==> src/rtl/core/smj_pkg.sv <==
`timescale 1ns / 1ps
// ----------------------------------------------------------------------------
// smj_pkg
// Shared types and codes for the sort-merge equi-join engine.
// ----------------------------------------------------------------------------
package smj_pkg;

    localparam int KEY_W  = 32;
    localparam int OP_W   = 2;
    localparam int STAT_W = 2;

    // input op codes
    localparam logic [OP_W-1:0] OP_LOAD  = 2'd0;
    localparam logic [OP_W-1:0] OP_PROBE = 2'd1;
    localparam logic [OP_W-1:0] OP_CLEAR = 2'd2;

    // result status codes
    localparam logic [STAT_W-1:0] STAT_MATCH = 2'd0;
    localparam logic [STAT_W-1:0] STAT_FULL  = 2'd1;
    localparam logic [STAT_W-1:0] STAT_ORDER = 2'd2;

    // commands from controller to datapath
    typedef struct packed {
        logic latch_in;    // capture the accepted beat
        logic load_write;  // append tuple to the store
        logic emit_err;    // send load error result
        logic clear;       // empty store and pointers
        logic start_probe; // rewind or drop mark, record probe key
        logic rd_issue;    // read store at scan pointer
        logic step_skip;   // stored key below probe key, advance
        logic match;       // equal keys, take pair and advance
        logic flush;       // send held pair as the final one
    } t_cmd;

    // status from datapath to controller
    typedef struct packed {
        logic [OP_W-1:0] op;
        logic            load_bad;  // full store or key out of order
        logic            in_range;  // scan pointer below stored count
        logic            key_lt;    // read key below probe key
        logic            key_eq;    // read key equals probe key
        logic            hold_valid;
        logic            out_free;  // output register can take a beat
    } t_sts;

endpackage

==> src/rtl/core/smj_ctrl.sv <==
`timescale 1ns / 1ps
// ----------------------------------------------------------------------------
// smj_ctrl
// Sequencer for load, clear and probe items of the join engine.
// ----------------------------------------------------------------------------
module smj_ctrl (
    input  logic          i_clk,
    input  logic          i_rst_n,
    input  logic          i_in_valid,
    output logic          o_in_ready,
    input  smj_pkg::t_sts i_sts,
    output smj_pkg::t_cmd o_cmd
);

    localparam logic [2:0] S_IDLE   = 3'd0;
    localparam logic [2:0] S_DECODE = 3'd1;
    localparam logic [2:0] S_READ   = 3'd2;
    localparam logic [2:0] S_CMP    = 3'd3;
    localparam logic [2:0] S_FLUSH  = 3'd4;

    logic [2:0] r_state;
    logic [2:0] n_state;

    // state register
    always_ff @(posedge i_clk) begin
        if (!i_rst_n) begin
            r_state <= S_IDLE;
        end else begin
            r_state <= n_state;
        end
    end

    assign o_in_ready = (r_state == S_IDLE);

    // next state and commands
    always_comb begin
        n_state = r_state;
        o_cmd   = '0;
        unique case (r_state)
            S_IDLE: begin
                if (i_in_valid) begin
                    o_cmd.latch_in = 1'b1;
                    n_state        = S_DECODE;
                end
            end
            S_DECODE: begin
                case (i_sts.op)
                    smj_pkg::OP_LOAD: begin
                        if (!i_sts.load_bad) begin
                            o_cmd.load_write = 1'b1;
                            n_state          = S_IDLE;
                        end else if (i_sts.out_free) begin
                            o_cmd.emit_err = 1'b1;
                            n_state        = S_IDLE;
                        end
                    end
                    smj_pkg::OP_PROBE: begin
                        o_cmd.start_probe = 1'b1;
                        n_state           = S_READ;
                    end
                    smj_pkg::OP_CLEAR: begin
                        o_cmd.clear = 1'b1;
                        n_state     = S_IDLE;
                    end
                    default: begin
                        n_state = S_IDLE;
                    end
                endcase
            end
            S_READ: begin
                if (i_sts.in_range) begin
                    o_cmd.rd_issue = 1'b1;
                    n_state        = S_CMP;
                end else begin
                    n_state = S_FLUSH;
                end
            end
            S_CMP: begin
                if (i_sts.key_lt) begin
                    o_cmd.step_skip = 1'b1;
                    n_state         = S_READ;
                end else if (i_sts.key_eq) begin
                    if (!i_sts.hold_valid || i_sts.out_free) begin
                        o_cmd.match = 1'b1;
                        n_state     = S_READ;
                    end
                end else begin
                    n_state = S_FLUSH;
                end
            end
            S_FLUSH: begin
                if (!i_sts.hold_valid) begin
                    n_state = S_IDLE;
                end else if (i_sts.out_free) begin
                    o_cmd.flush = 1'b1;
                    n_state     = S_IDLE;
                end
            end
            default: begin
                n_state = S_IDLE;
            end
        endcase
    end

endmodule

==> src/rtl/core/smj_datapath.sv <==
`timescale 1ns / 1ps
// ----------------------------------------------------------------------------
// smj_datapath
// Tuple store, scan pointer and run mark, held pair and output register.
// ----------------------------------------------------------------------------
module smj_datapath #(
    parameter int STORE_DEPTH = 64
) (
    input  logic                         i_clk,
    input  logic                         i_rst_n,
    input  logic [smj_pkg::OP_W-1:0]     i_op,
    input  logic [smj_pkg::KEY_W-1:0]    i_key,
    input  logic [smj_pkg::KEY_W-1:0]    i_val,
    input  smj_pkg::t_cmd                i_cmd,
    output smj_pkg::t_sts                o_sts,
    input  logic                         i_out_ready,
    output logic                         o_out_valid,
    output logic [smj_pkg::STAT_W-1:0]   o_status,
    output logic [smj_pkg::KEY_W-1:0]    o_left_key,
    output logic [smj_pkg::KEY_W-1:0]    o_left_value,
    output logic [smj_pkg::KEY_W-1:0]    o_right_key,
    output logic [smj_pkg::KEY_W-1:0]    o_right_value,
    output logic                         o_last
);

    localparam int AW = (STORE_DEPTH > 1) ? $clog2(STORE_DEPTH) : 1;
    localparam int CW = $clog2(STORE_DEPTH + 1);
    localparam logic [CW-1:0] DEPTH_C = CW'(STORE_DEPTH);

    // tuple store
    logic [smj_pkg::KEY_W-1:0] r_mem_key [STORE_DEPTH];
    logic [smj_pkg::KEY_W-1:0] r_mem_val [STORE_DEPTH];

    // accepted item
    logic [smj_pkg::OP_W-1:0]  r_op;
    logic signed [smj_pkg::KEY_W-1:0] r_key;
    logic [smj_pkg::KEY_W-1:0] r_val;

    // scan state
    logic [CW-1:0]             r_count;
    logic [CW-1:0]             r_scan;
    logic [CW-1:0]             r_mark;
    logic                      r_mark_valid;
    logic [smj_pkg::KEY_W-1:0] r_prev_key;
    logic signed [smj_pkg::KEY_W-1:0] r_last_key;

    // read data and held pair
    logic signed [smj_pkg::KEY_W-1:0] r_rd_key;
    logic [smj_pkg::KEY_W-1:0] r_rd_val;
    logic                      r_hold_valid;
    logic [smj_pkg::KEY_W-1:0] r_hold_key;
    logic [smj_pkg::KEY_W-1:0] r_hold_val;

    // output register
    logic                       r_out_valid;
    logic [smj_pkg::STAT_W-1:0] r_out_status;
    logic [smj_pkg::KEY_W-1:0]  r_out_lkey;
    logic [smj_pkg::KEY_W-1:0]  r_out_lval;
    logic [smj_pkg::KEY_W-1:0]  r_out_rkey;
    logic [smj_pkg::KEY_W-1:0]  r_out_rval;
    logic                       r_out_last;

    logic full;
    logic order_bad;
    logic out_free;

    assign full      = (r_count >= DEPTH_C);
    assign order_bad = (r_count != '0) && (r_key < r_last_key);
    assign out_free  = !r_out_valid || i_out_ready;

    // status to controller
    always_comb begin
        o_sts.op         = r_op;
        o_sts.load_bad   = full || order_bad;
        o_sts.in_range   = (r_scan < r_count);
        o_sts.key_lt     = (r_rd_key < r_key);
        o_sts.key_eq     = (r_rd_key == r_key);
        o_sts.hold_valid = r_hold_valid;
        o_sts.out_free   = out_free;
    end

    // item capture
    always_ff @(posedge i_clk) begin
        if (i_cmd.latch_in) begin
            r_op  <= i_op;
            r_key <= i_key;
            r_val <= i_val;
        end
    end

    // store write and registered read
    always_ff @(posedge i_clk) begin
        if (i_cmd.load_write) begin
            r_mem_key[r_count[AW-1:0]] <= r_key;
            r_mem_val[r_count[AW-1:0]] <= r_val;
        end
        if (i_cmd.rd_issue) begin
            r_rd_key <= r_mem_key[r_scan[AW-1:0]];
            r_rd_val <= r_mem_val[r_scan[AW-1:0]];
        end
    end

    // last stored key for the order check
    always_ff @(posedge i_clk) begin
        if (i_cmd.load_write) begin
            r_last_key <= r_key;
        end
    end

    // count, scan pointer, run mark
    always_ff @(posedge i_clk) begin
        if (!i_rst_n) begin
            r_count      <= '0;
            r_scan       <= '0;
            r_mark       <= '0;
            r_mark_valid <= 1'b0;
            r_prev_key   <= '0;
        end else if (i_cmd.clear) begin
            r_count      <= '0;
            r_scan       <= '0;
            r_mark       <= '0;
            r_mark_valid <= 1'b0;
            r_prev_key   <= '0;
        end else begin
            if (i_cmd.load_write) begin
                r_count <= r_count + CW'(1);
            end
            if (i_cmd.start_probe) begin
                r_prev_key <= r_key;
                if (r_mark_valid) begin
                    if (r_key == r_prev_key) begin
                        r_scan <= r_mark;
                    end else begin
                        r_mark_valid <= 1'b0;
                    end
                end
            end
            if (i_cmd.step_skip) begin
                r_scan       <= r_scan + CW'(1);
                r_mark_valid <= 1'b0;
            end
            if (i_cmd.match) begin
                r_scan <= r_scan + CW'(1);
                if (!r_mark_valid) begin
                    r_mark       <= r_scan;
                    r_mark_valid <= 1'b1;
                end
            end
        end
    end

    // held pair, sent once the next compare shows whether it is the last
    always_ff @(posedge i_clk) begin
        if (!i_rst_n) begin
            r_hold_valid <= 1'b0;
        end else if (i_cmd.match) begin
            r_hold_valid <= 1'b1;
        end else if (i_cmd.flush) begin
            r_hold_valid <= 1'b0;
        end
    end

    always_ff @(posedge i_clk) begin
        if (i_cmd.match) begin
            r_hold_key <= r_rd_key;
            r_hold_val <= r_rd_val;
        end
    end

    // output register valid
    always_ff @(posedge i_clk) begin
        if (!i_rst_n) begin
            r_out_valid <= 1'b0;
        end else if (i_cmd.emit_err || i_cmd.flush || (i_cmd.match && r_hold_valid)) begin
            r_out_valid <= 1'b1;
        end else if (i_out_ready) begin
            r_out_valid <= 1'b0;
        end
    end

    // output register payload
    always_ff @(posedge i_clk) begin
        if (i_cmd.emit_err) begin
            r_out_status <= full ? smj_pkg::STAT_FULL : smj_pkg::STAT_ORDER;
            r_out_lkey   <= r_key;
            r_out_lval   <= r_val;
            r_out_rkey   <= '0;
            r_out_rval   <= '0;
            r_out_last   <= 1'b1;
        end else if (i_cmd.flush || (i_cmd.match && r_hold_valid)) begin
            r_out_status <= smj_pkg::STAT_MATCH;
            r_out_lkey   <= r_key;
            r_out_lval   <= r_val;
            r_out_rkey   <= r_hold_key;
            r_out_rval   <= r_hold_val;
            r_out_last   <= i_cmd.flush;
        end
    end

    assign o_out_valid   = r_out_valid;
    assign o_status      = r_out_status;
    assign o_left_key    = r_out_lkey;
    assign o_left_value  = r_out_lval;
    assign o_right_key   = r_out_rkey;
    assign o_right_value = r_out_rval;
    assign o_last        = r_out_last;

endmodule

==> src/rtl/core/sort_merge_join.sv <==
`timescale 1ns / 1ps
// ----------------------------------------------------------------------------
// sort_merge_join
// Equi-join of a loaded, key-sorted S relation with a key-sorted R stream.
// ----------------------------------------------------------------------------
// channel   dir  tdata                              tuser    tlast
// s_axis    in   key, value                         op       -
// m_axis    out  left key/value, right key/value    status   final pair
//
// load, clear and undefined ops are decoded and return to idle; a load error
// also waits for a free output register. a probe reads each stored tuple it
// visits through the single store read port, then compares its key, and ends
// once a stored key passes the probe key or the scan runs past the last tuple.
// the output register lets a new item be accepted while a beat waits.
// a stalled m_axis holds the engine at the next result it must send.
// i_rst_n (synchronous) empties the store and clears pointers and the mark.
// ----------------------------------------------------------------------------
module sort_merge_join #(
    parameter int STORE_DEPTH = 64
) (
    input  logic         i_clk,
    input  logic         i_rst_n,
    input  logic         s_axis_tvalid,
    output logic         s_axis_tready,
    input  logic [63:0]  s_axis_tdata,   // tuple_key, tuple_value
    input  logic [1:0]   s_axis_tuser,   // op
    output logic         m_axis_tvalid,
    input  logic         m_axis_tready,
    output logic [127:0] m_axis_tdata,   // left_key, left_value, right_key, right_value
    output logic [1:0]   m_axis_tuser,   // status
    output logic         m_axis_tlast
);

    smj_pkg::t_cmd cmd;
    smj_pkg::t_sts sts;

    smj_ctrl u_ctrl (
        .i_clk      (i_clk),
        .i_rst_n    (i_rst_n),
        .i_in_valid (s_axis_tvalid),
        .o_in_ready (s_axis_tready),
        .i_sts      (sts),
        .o_cmd      (cmd)
    );

    smj_datapath #(
        .STORE_DEPTH (STORE_DEPTH)
    ) u_datapath (
        .i_clk         (i_clk),
        .i_rst_n       (i_rst_n),
        .i_op          (s_axis_tuser),
        .i_key         (s_axis_tdata[31:0]),
        .i_val         (s_axis_tdata[63:32]),
        .i_cmd         (cmd),
        .o_sts         (sts),
        .i_out_ready   (m_axis_tready),
        .o_out_valid   (m_axis_tvalid),
        .o_status      (m_axis_tuser),
        .o_left_key    (m_axis_tdata[31:0]),
        .o_left_value  (m_axis_tdata[63:32]),
        .o_right_key   (m_axis_tdata[95:64]),
        .o_right_value (m_axis_tdata[127:96]),
        .o_last        (m_axis_tlast)
    );

endmodule
==> config.mk <==
export PLATFORM = sky130hd
export DESIGN_NAME = sort_merge_join
export DESIGN_NICKNAME = d
export VERILOG_FILES = /design/src/rtl/core/smj_pkg.sv /design/src/rtl/core/smj_ctrl.sv /design/src/rtl/core/smj_datapath.sv /design/src/rtl/core/sort_merge_join.sv
export SDC_FILE = /design/constraint.sdc
export NUM_CORES = 2
export LEC_CHECK = 0
export ABC_AREA = 1
export BUFFER_PORTS_ARGS = -buffer_cell sky130_fd_sc_hd__buf_2
export CORE_ASPECT_RATIO = 1.1
export CORE_MARGIN = 2
export CORE_UTILIZATION = 25
export CTS_CLUSTER_SIZE = 20
export DETAILED_ROUTE_END_ITERATION = 8
export REMOVE_ABC_BUFFERS = 1
export SETUP_SLACK_MARGIN = 0.5
export SLEW_MARGIN = 25
export SYNTH_ARGS = -nofsm -noshare
export SYNTH_HDL_FRONTEND = slang
export SYNTH_SLANG_ARGS = --single-unit
==> constraint.sdc <==
create_clock -name i_clk -period 22.2 [get_ports i_clk]
set_input_delay 1.11 -clock i_clk [delete_from_list [all_inputs] [get_ports i_clk]]
set_output_delay 1.11 -clock i_clk [all_outputs]
set_load 0.01 [all_outputs]
== After elaboration in Yosys (flattened, before gate mapping) ==
Memory sizes are Yosys's and may differ from the RTL's. A register that Yosys moved wholly into a read port is not among the register bits.
Cells that the tools add are included.

* Output and inout port bits: 133
* Logic and storage cells: 115
* Memories kept: 2
* Input port bits: 70
* ROM bits: 0
* Bits in latches: 0
* Register bits: 352
* Bits in writable memories: 4096

* Mux-type cells: 52
* Div/mod/pow operators: 0
* Equality and inequality tests: 10
* Bitwise operators: 2
* Add/subtract/negate cells: 2
* $lt $le $gt $ge: 4
* Reduce and logical (&&, ||, !) cells: 23
* Shift operators: 0
* $mul: 0

{| class="wikitable"
|+ Memories
! memory !! depth !! bits a word !! read ports !! clocked after memory_dff !! write ports !! RTL line !! RTL
|-
| u_datapath.r_mem_key || 64 || 32 || 1 || 1 || 1 || smj_datapath.sv:31 || <nowiki>logic [smj_pkg::KEY_W-1:0] r_mem_key [STORE_DEPTH];</nowiki>
|-
| u_datapath.r_mem_val || 64 || 32 || 1 || 1 || 1 || smj_datapath.sv:32 || <nowiki>logic [smj_pkg::KEY_W-1:0] r_mem_val [STORE_DEPTH];</nowiki>
|}

{| class="wikitable"
|+ Operator list
! cell !! count
|-
| two-way mux 32 bit || 4
|-
| equality test 32 bit || 2
|-
| < comparator 32 bit || 2
|-
| two-way mux 7 bit || 5
|-
| two-way mux 1 bit || 27
|-
| two-way mux 3 bit || 8
|-
| case mux 3 bit (5 select lines) || 1
|-
| adder 7 x 1 -> 7 bit, second input constant || 2
|-
| two-way mux 2 bit || 5
|-
| nonzero test 3 bit || 3
|-
| >= comparator 7 bit, second input constant || 1
|-
| < comparator 7 bit || 1
|-
| nonzero test 7 bit || 1
|-
| equality test 3 x 2 -> 1 bit, second input constant || 2
|-
| logical OR 1 bit || 6
|-
| case mux 3 bit (2 select lines) || 1
|-
| nonzero test 2 bit || 3
|-
| two-way mux 4 bit || 1
|-
| != test 4 x 3 -> 1 bit, second input constant || 1
|-
| AND reduction 2 bit || 2
|-
| equality test 3 x 1 -> 1 bit, second input constant || 1
|-
| equality test 3 bit, second input constant || 1
|-
| zero test 3 bit || 1
|-
| AND reduction 3 bit || 1
|-
| 8 further kinds || 11
|}

== Longest topological paths before layout ==
* Word-level depth: 11
* Depth in mapped cells: 21
* Gate-level depth less buffers: 20

== By module ==
From an unflattened synthesis, not the netlist that was laid out.

* Cell total of the unflattened synthesis: 13087
* Area total of the unflattened synthesis: 175215.5 µm²

{| class="wikitable"
|+ By module, submodules not included
! module !! cells each !! sequential area each (µm²) !! times used !! area each (µm²)
|-
| smj_datapath || 13030 || 134188.7 || 1 || 174891.5
|-
| smj_ctrl || 57 || 60.1 || 1 || 324.1
|}

== Worst setup path after synthesis ==
No wires, ideal clock.

* Kind: reg-to-reg
* Start point: reg u_datapath.r_key[21] (netlist bit)
* End point: mem u_datapath.r_mem_key[0][0] (netlist bit) (enable)
* Setup time: 0.564 ns
* Setup slack: 14.530 ns
* Required time: 21.636 ns
* Path buffers: 0
* Cell stages (with the launch flop): 13
* Arrival time: 7.106 ns
* Period minus slack after synthesis: 7.670 ns
* Cell sequence: edfxtp_1 > ha_1 > a21oi_1 > nor2_1 > nor3_1 > a21oi_1 > nor2_1 > nand3_1 > nand3_2 > nand3_2 > nor2_1 > clkinv_1 > nor3_1

* Word-level cells in the longest chain between the ends: 8

{| class="wikitable"
|+ RTL lines
! element !! RTL line !! RTL
|-
| start: declaration || smj_datapath.sv:36 || <nowiki>logic signed [smj_pkg::KEY_W-1:0] r_key;</nowiki>
|-
| start signal: assignment || smj_datapath.sv:86 || <nowiki>r_key <= i_key;</nowiki>
|-
| < comparator 32 bit || smj_datapath.sv:68 || <nowiki>assign order_bad = (r_count != '0) && (r_key < r_last_key);</nowiki>
|-
| logical AND 1 bit || smj_datapath.sv:68 ||
|-
| logical OR 1 bit || smj_datapath.sv:74 || <nowiki>o_sts.load_bad = full || order_bad;</nowiki>
|-
| two-way mux 1 bit || smj_ctrl.sv:49 || <nowiki>if (!i_sts.load_bad) begin</nowiki>
|-
| two-way mux 2 bit || smj_ctrl.sv:47 || <nowiki>case (i_sts.op)</nowiki>
|-
| two-way mux 4 bit || smj_ctrl.sv:39 || <nowiki>unique case (r_state)</nowiki>
|-
| two-way mux 1 bit || smj_datapath.sv:93 || <nowiki>if (i_cmd.load_write) begin</nowiki>
|-
| two-way mux 1 bit (implied by the code) || smj_datapath.sv:94 || <nowiki>r_mem_key[r_count[AW-1:0]] <= r_key;</nowiki>
|-
| end: declaration || smj_datapath.sv:31 ||
|}

No other way between the ends.

== Worst setup path in the final report ==
* Start point: reg u_datapath.r_scan[0]
* End point: reg u_datapath.r_rd_key[11] (netlist bit), read port of u_datapath.r_mem_key (data pin)

* Word-level cells in the longest chain between the ends: 3

{| class="wikitable"
|+ RTL lines
! element !! RTL line !! RTL
|-
| start: declaration || smj_datapath.sv:41 || <nowiki>logic [CW-1:0] r_scan;</nowiki>
|-
| start signal: assignment || smj_datapath.sv:132 || <nowiki>r_scan <= r_mark;</nowiki>
|-
| start signal: assignment || smj_datapath.sv:139 || <nowiki>r_scan <= r_scan + CW'(1);</nowiki>
|-
| start signal: assignment || smj_datapath.sv:143 || <nowiki>r_scan <= r_scan + CW'(1);</nowiki>
|-
| < comparator 7 bit || smj_datapath.sv:75 || <nowiki>o_sts.in_range = (r_scan < r_count);</nowiki>
|-
| two-way mux 1 bit || smj_ctrl.sv:71 || <nowiki>if (i_sts.in_range) begin</nowiki>
|-
| two-way mux 1 bit || smj_ctrl.sv:39 ||
|-
| end: declaration || smj_datapath.sv:48 || <nowiki>logic signed [smj_pkg::KEY_W-1:0] r_rd_key;</nowiki>
|}

Several ways; a longest one is shown, not always the timed one.
A chain may end at the register's enable or synchronous reset.

==> out/metrics.csv <==
stage,metric,value,unit
status,run status,completed,
cts,CTS Sinks,4512,
job,Max Cap Viol,0,
timing,fin. max-slew vios,0,
routing,WL/cell,25.8,um
cts,Clock Latency Late Sink,1.05,ns
hold_path,hold endpoint,u_datapath.r_val[5],
worst_setup_path,critical path class,flop to flop,
worst_setup_path,Critical Path Source Type,flop,
power,P_sw,3.60,mW
cts,H-Tree Depth,5,
yosys,Syn Inst Count,12700,
timing,final setup vio count,0,
routing,DRT antenna net count,0,
layout,Synth-to-Final Area Change,15.1,%
cts,setup bufs post-CTS,0,
cts,CTS tree,yes,
power,switching share of power,0.211,
routing,wire length after detailed routing,576,mm
routing,Post-route DRC,0,
timing,highest clock rate,164,MHz
worst_setup_path,Top Family by Delay on Critical Path,buffers and inverters,
power,PD cells,85.4,nW/um^2
cts,clock root cell,clkbuf_16,
cts,TritonCTS buffer count,424,
layout,FF+latch area,134000,sq um
layout,fin cells,22300,
worst_setup_path,slowest cell on the critical path,buf_4,
floorplan,Starting Density,0.251,
place,GPL Wtd Cong,0.827,
yosys,sequential cell area fraction in the yosys report,0.772,
timing,worst rel slew slack,0.264,
routing,first drt pass iteration count,6,
worst_setup_path,crit-path most repeated cell,buf_4,
routing,DRT iter0 DRCs,15100,
floorplan,I/O Pins,203,
layout,"commonest non-fill, non-tap cells in the layout","edfxtp_1 (4388), nor2_1 (2240), o21ai_0 (2148)",
worst_setup_path,Crit. End Element,flop,
cts,Clock Tree Buf Depth,4,
power,Pwr Total,17.1,mW
global_route,total grt overflow,0,
layout,Filler cells,69400,
global_route,initial antenna violation count,44,
place,post-DP HPWL,319,mm
yosys,Synth warnings,0,
hold_path,hold_sp,s_axis_tdata[37],
yosys,post-synth top area share,0.758,
timing,crit share post-route,0.274,
global_route,first-pass GRT wire length,802,mm
timing,Setup Skew,0.0782,ns
floorplan,Core ar.,694000,sq um
floorplan,Die ar.,702000,sq um
place,number of I/O port buffers,202,
layout,Layout Nets,12900,
timing,RSZ-0062 raised after global routing,false,
power,Lkg Pwr,62.9,nW
power,Comb pwr share,0.021,
yosys,ys flop type,edfxtp_1,
layout,"commonest non-fill, non-tap cell in the layout",edfxtp_1,
yosys,synthesized area per cell,13.7,sq um
global_route,gr usage total,0.156,
power,Worst VDD drop,64.3,uV
cts,cts repair resizes,0,
yosys,Netlist Area Pre-Place,174000,sq um
worst_setup_path,worst-path fanout max,123,
timing,Final TNS setup,0,ns
yosys,number of synthesized flops with an enable pin,4388,
power,Seq pwr share,0.552,
place,placed insts,21500,
floorplan,Die W,799,um
hold_path,Worst Hold Class,input pin to flop,
routing,via count,112000,
timing,Final Hold Viols,0,
worst_setup_path,Arrival @ worst endpoint,6.99,ns
cts,Clock transition at path regs,0.07,ns
worst_setup_path,r2r endpoint,u_datapath.r_rd_key[11],
timing,Final min period,6.09,ns
worst_setup_path,Worst Reg-to-Reg Cells,12,
worst_setup_path,"slowest stage delay, CP",0.83,ns
hold_path,Hold Crit Depth,1,
power,internal power,13.5,mW
yosys,Synth area leaders,"edfxtp_1 (76%), o21ai_0 (6.2%), nor2_1 (4.9%)",
worst_setup_path,CP Buf/Inv Count,6,
layout,area occupied by multi-input gates,35900,sq um
floorplan,Row Count,321,
yosys,Synth async-reset ratio,0,
worst_setup_path,FF-to-FF setup slack,16.11,ns
global_route,largest net degree at the start of global routing,207,
worst_setup_path,crit path cell chain,inv_8 > buf_4 > buf_4 > buf_4 > buf_4 > buf_4 > o21ai_0 > o221ai_1 > o211ai_1 > nand3_1 > nand3_1 > nand3_1,
global_route,vias in the first global route,105000,
worst_setup_path,Critical Path Source,u_datapath.r_scan[0],
cts,hold_buf cts,0,
yosys,Synth Register Bits,4512,
worst_setup_path,worst reg2reg startpoint,u_datapath.r_scan[0],
yosys,Synth area leader,edfxtp_1,
power,clock share of power,0.427,
layout,proportion of layout cells with a drive suffix above 1,0.0951,
floorplan,Die H,879,um
yosys,synth unique cells,45,
worst_setup_path,WP depth,12,
worst_setup_path,WP data required,23.10,ns
timing,Worst Tran Pin Value,1.10,ns
routing,vias per std cell,5.03,
## worst register-to-register path: stages (launching register included)
cell and delay, ns:
dfxtp_4 0.54, inv_8 0.54, buf_4 0.85, buf_4 0.76, buf_4 0.83, buf_4 0.74
buf_4 0.66, o21ai_0 0.21, o221ai_1 0.22, o211ai_1 0.13, nand3_1 0.18, nand3_1 0.15
nand3_1 0.13
## metrics by stage
step	setup slack (ns)	hold slack [ns]	utilization	area [sq um]
floorplan	-204.04	0.400	-	170000
global placement	16.16	0.403	0.268	186000
detailed placement	16.15	0.407	0.268	186000
CTS	16.13	0.159	0.288	200000
global route	15.73	0.212	0.288	200000
finish	16.11	0.237	0.288	200000
## synthesized netlist by cell type (all sizes together) (15+ instances only)
cell type,number
inv,134
nor3,29
o221ai,405
o211ai,108
dfxtp,124
clkbuf,692
a31oi,23
a32o,17
nand4,93
a21oi,188
nand2,638
edfxtp,4388
nand3,394
o21ai,2178
o22ai,618
nor2,2293
xor2,15
ha,72
buf,203
## area by class of cell
cell class,count,area share
well taps,9205,0.0575
clock buffers,534,0.0570
inverters,138,0.00290
multi-input cells,7105,0.180
repair buffers,530,0.0197
diodes,57,0.000713
flip-flops and latches,4512,0.671
clock inverters,246,0.0117
## routing by layer
| layer | global-route usage | vias up | share of wire |
|---|---|---|---|
| met4 | 0.0703 | 10 | 0.051 |
| met1 | 0.204 | 57300 | 0.39 |
| met5 | 0 | - | 0.000090 |
| li1 | - | 47900 | - |
| met2 | 0.251 | 6017 | 0.47 |
| met3 | 0.0296 | 1049 | 0.094 |
## how the worst max path moves through the flow
stage                                    endpoint
after CTS                  u_datapath.r_rd_key[0]
after floorplan           u_datapath.r_rd_val[15]
after detailed placement  u_datapath.r_rd_key[11]
after global placement    u_datapath.r_rd_key[11]
final                     u_datapath.r_rd_key[11]
after global routing      u_datapath.r_rd_key[11]
## power groups by stage
stage / Sequential [mW] / Combinational (mW) / Clock, mW
2_1_floorplan: 9.70 / 0.0881 / 0
3_3_place_gp: 9.61 / 0.360 / 0
3_5_place_dp: 9.61 / 0.364 / 0
4_1_cts: 9.43 / 0.365 / 7.37
5_1_grt: 9.43 / 0.391 / 7.67
6_report: 9.43 / 0.366 / 7.29
## state kept, by name (all words and copies together) (netlist names), 32 cells and up
| signal | count |
|---|---|
| u_datapath.r_rd_val | 32 |
| u_datapath.o_left_value | 32 |
| u_datapath.o_left_key | 32 |
| u_datapath.o_right_key | 32 |
| u_datapath.o_right_value | 32 |
| u_datapath.r_mem_val | 2048 |
| u_datapath.r_key | 32 |
| u_datapath.r_last_key | 32 |
| u_datapath.r_hold_key | 32 |
| u_datapath.r_prev_key | 32 |
| u_datapath.r_rd_key | 32 |
| u_datapath.r_mem_key | 2048 |
| u_datapath.r_hold_val | 32 |
| u_datapath.r_val | 32 |
## kinds of logic (layout without fill, tap and decap cells)
| kind of cell | count (synthesis) | after routing | synth area share |
|---|---|---|---|
| adders and majority gates | 72 | 72 | 0.00518 |
| xor gates and xnor gates | 23 | 23 | 0.00116 |
| AOI/OAI and AO/OA | 3557 | 3557 | 0.118 |
| and+or+nand+nor | 3453 | 3453 | 0.0792 |
| other | 0 | 57 | 0 |
| DFF | 4512 | 4512 | 0.772 |
| buffers and inverters | 1033 | 1448 | 0.0243 |
No activity file was read; power rests on OpenSTA's default activity.
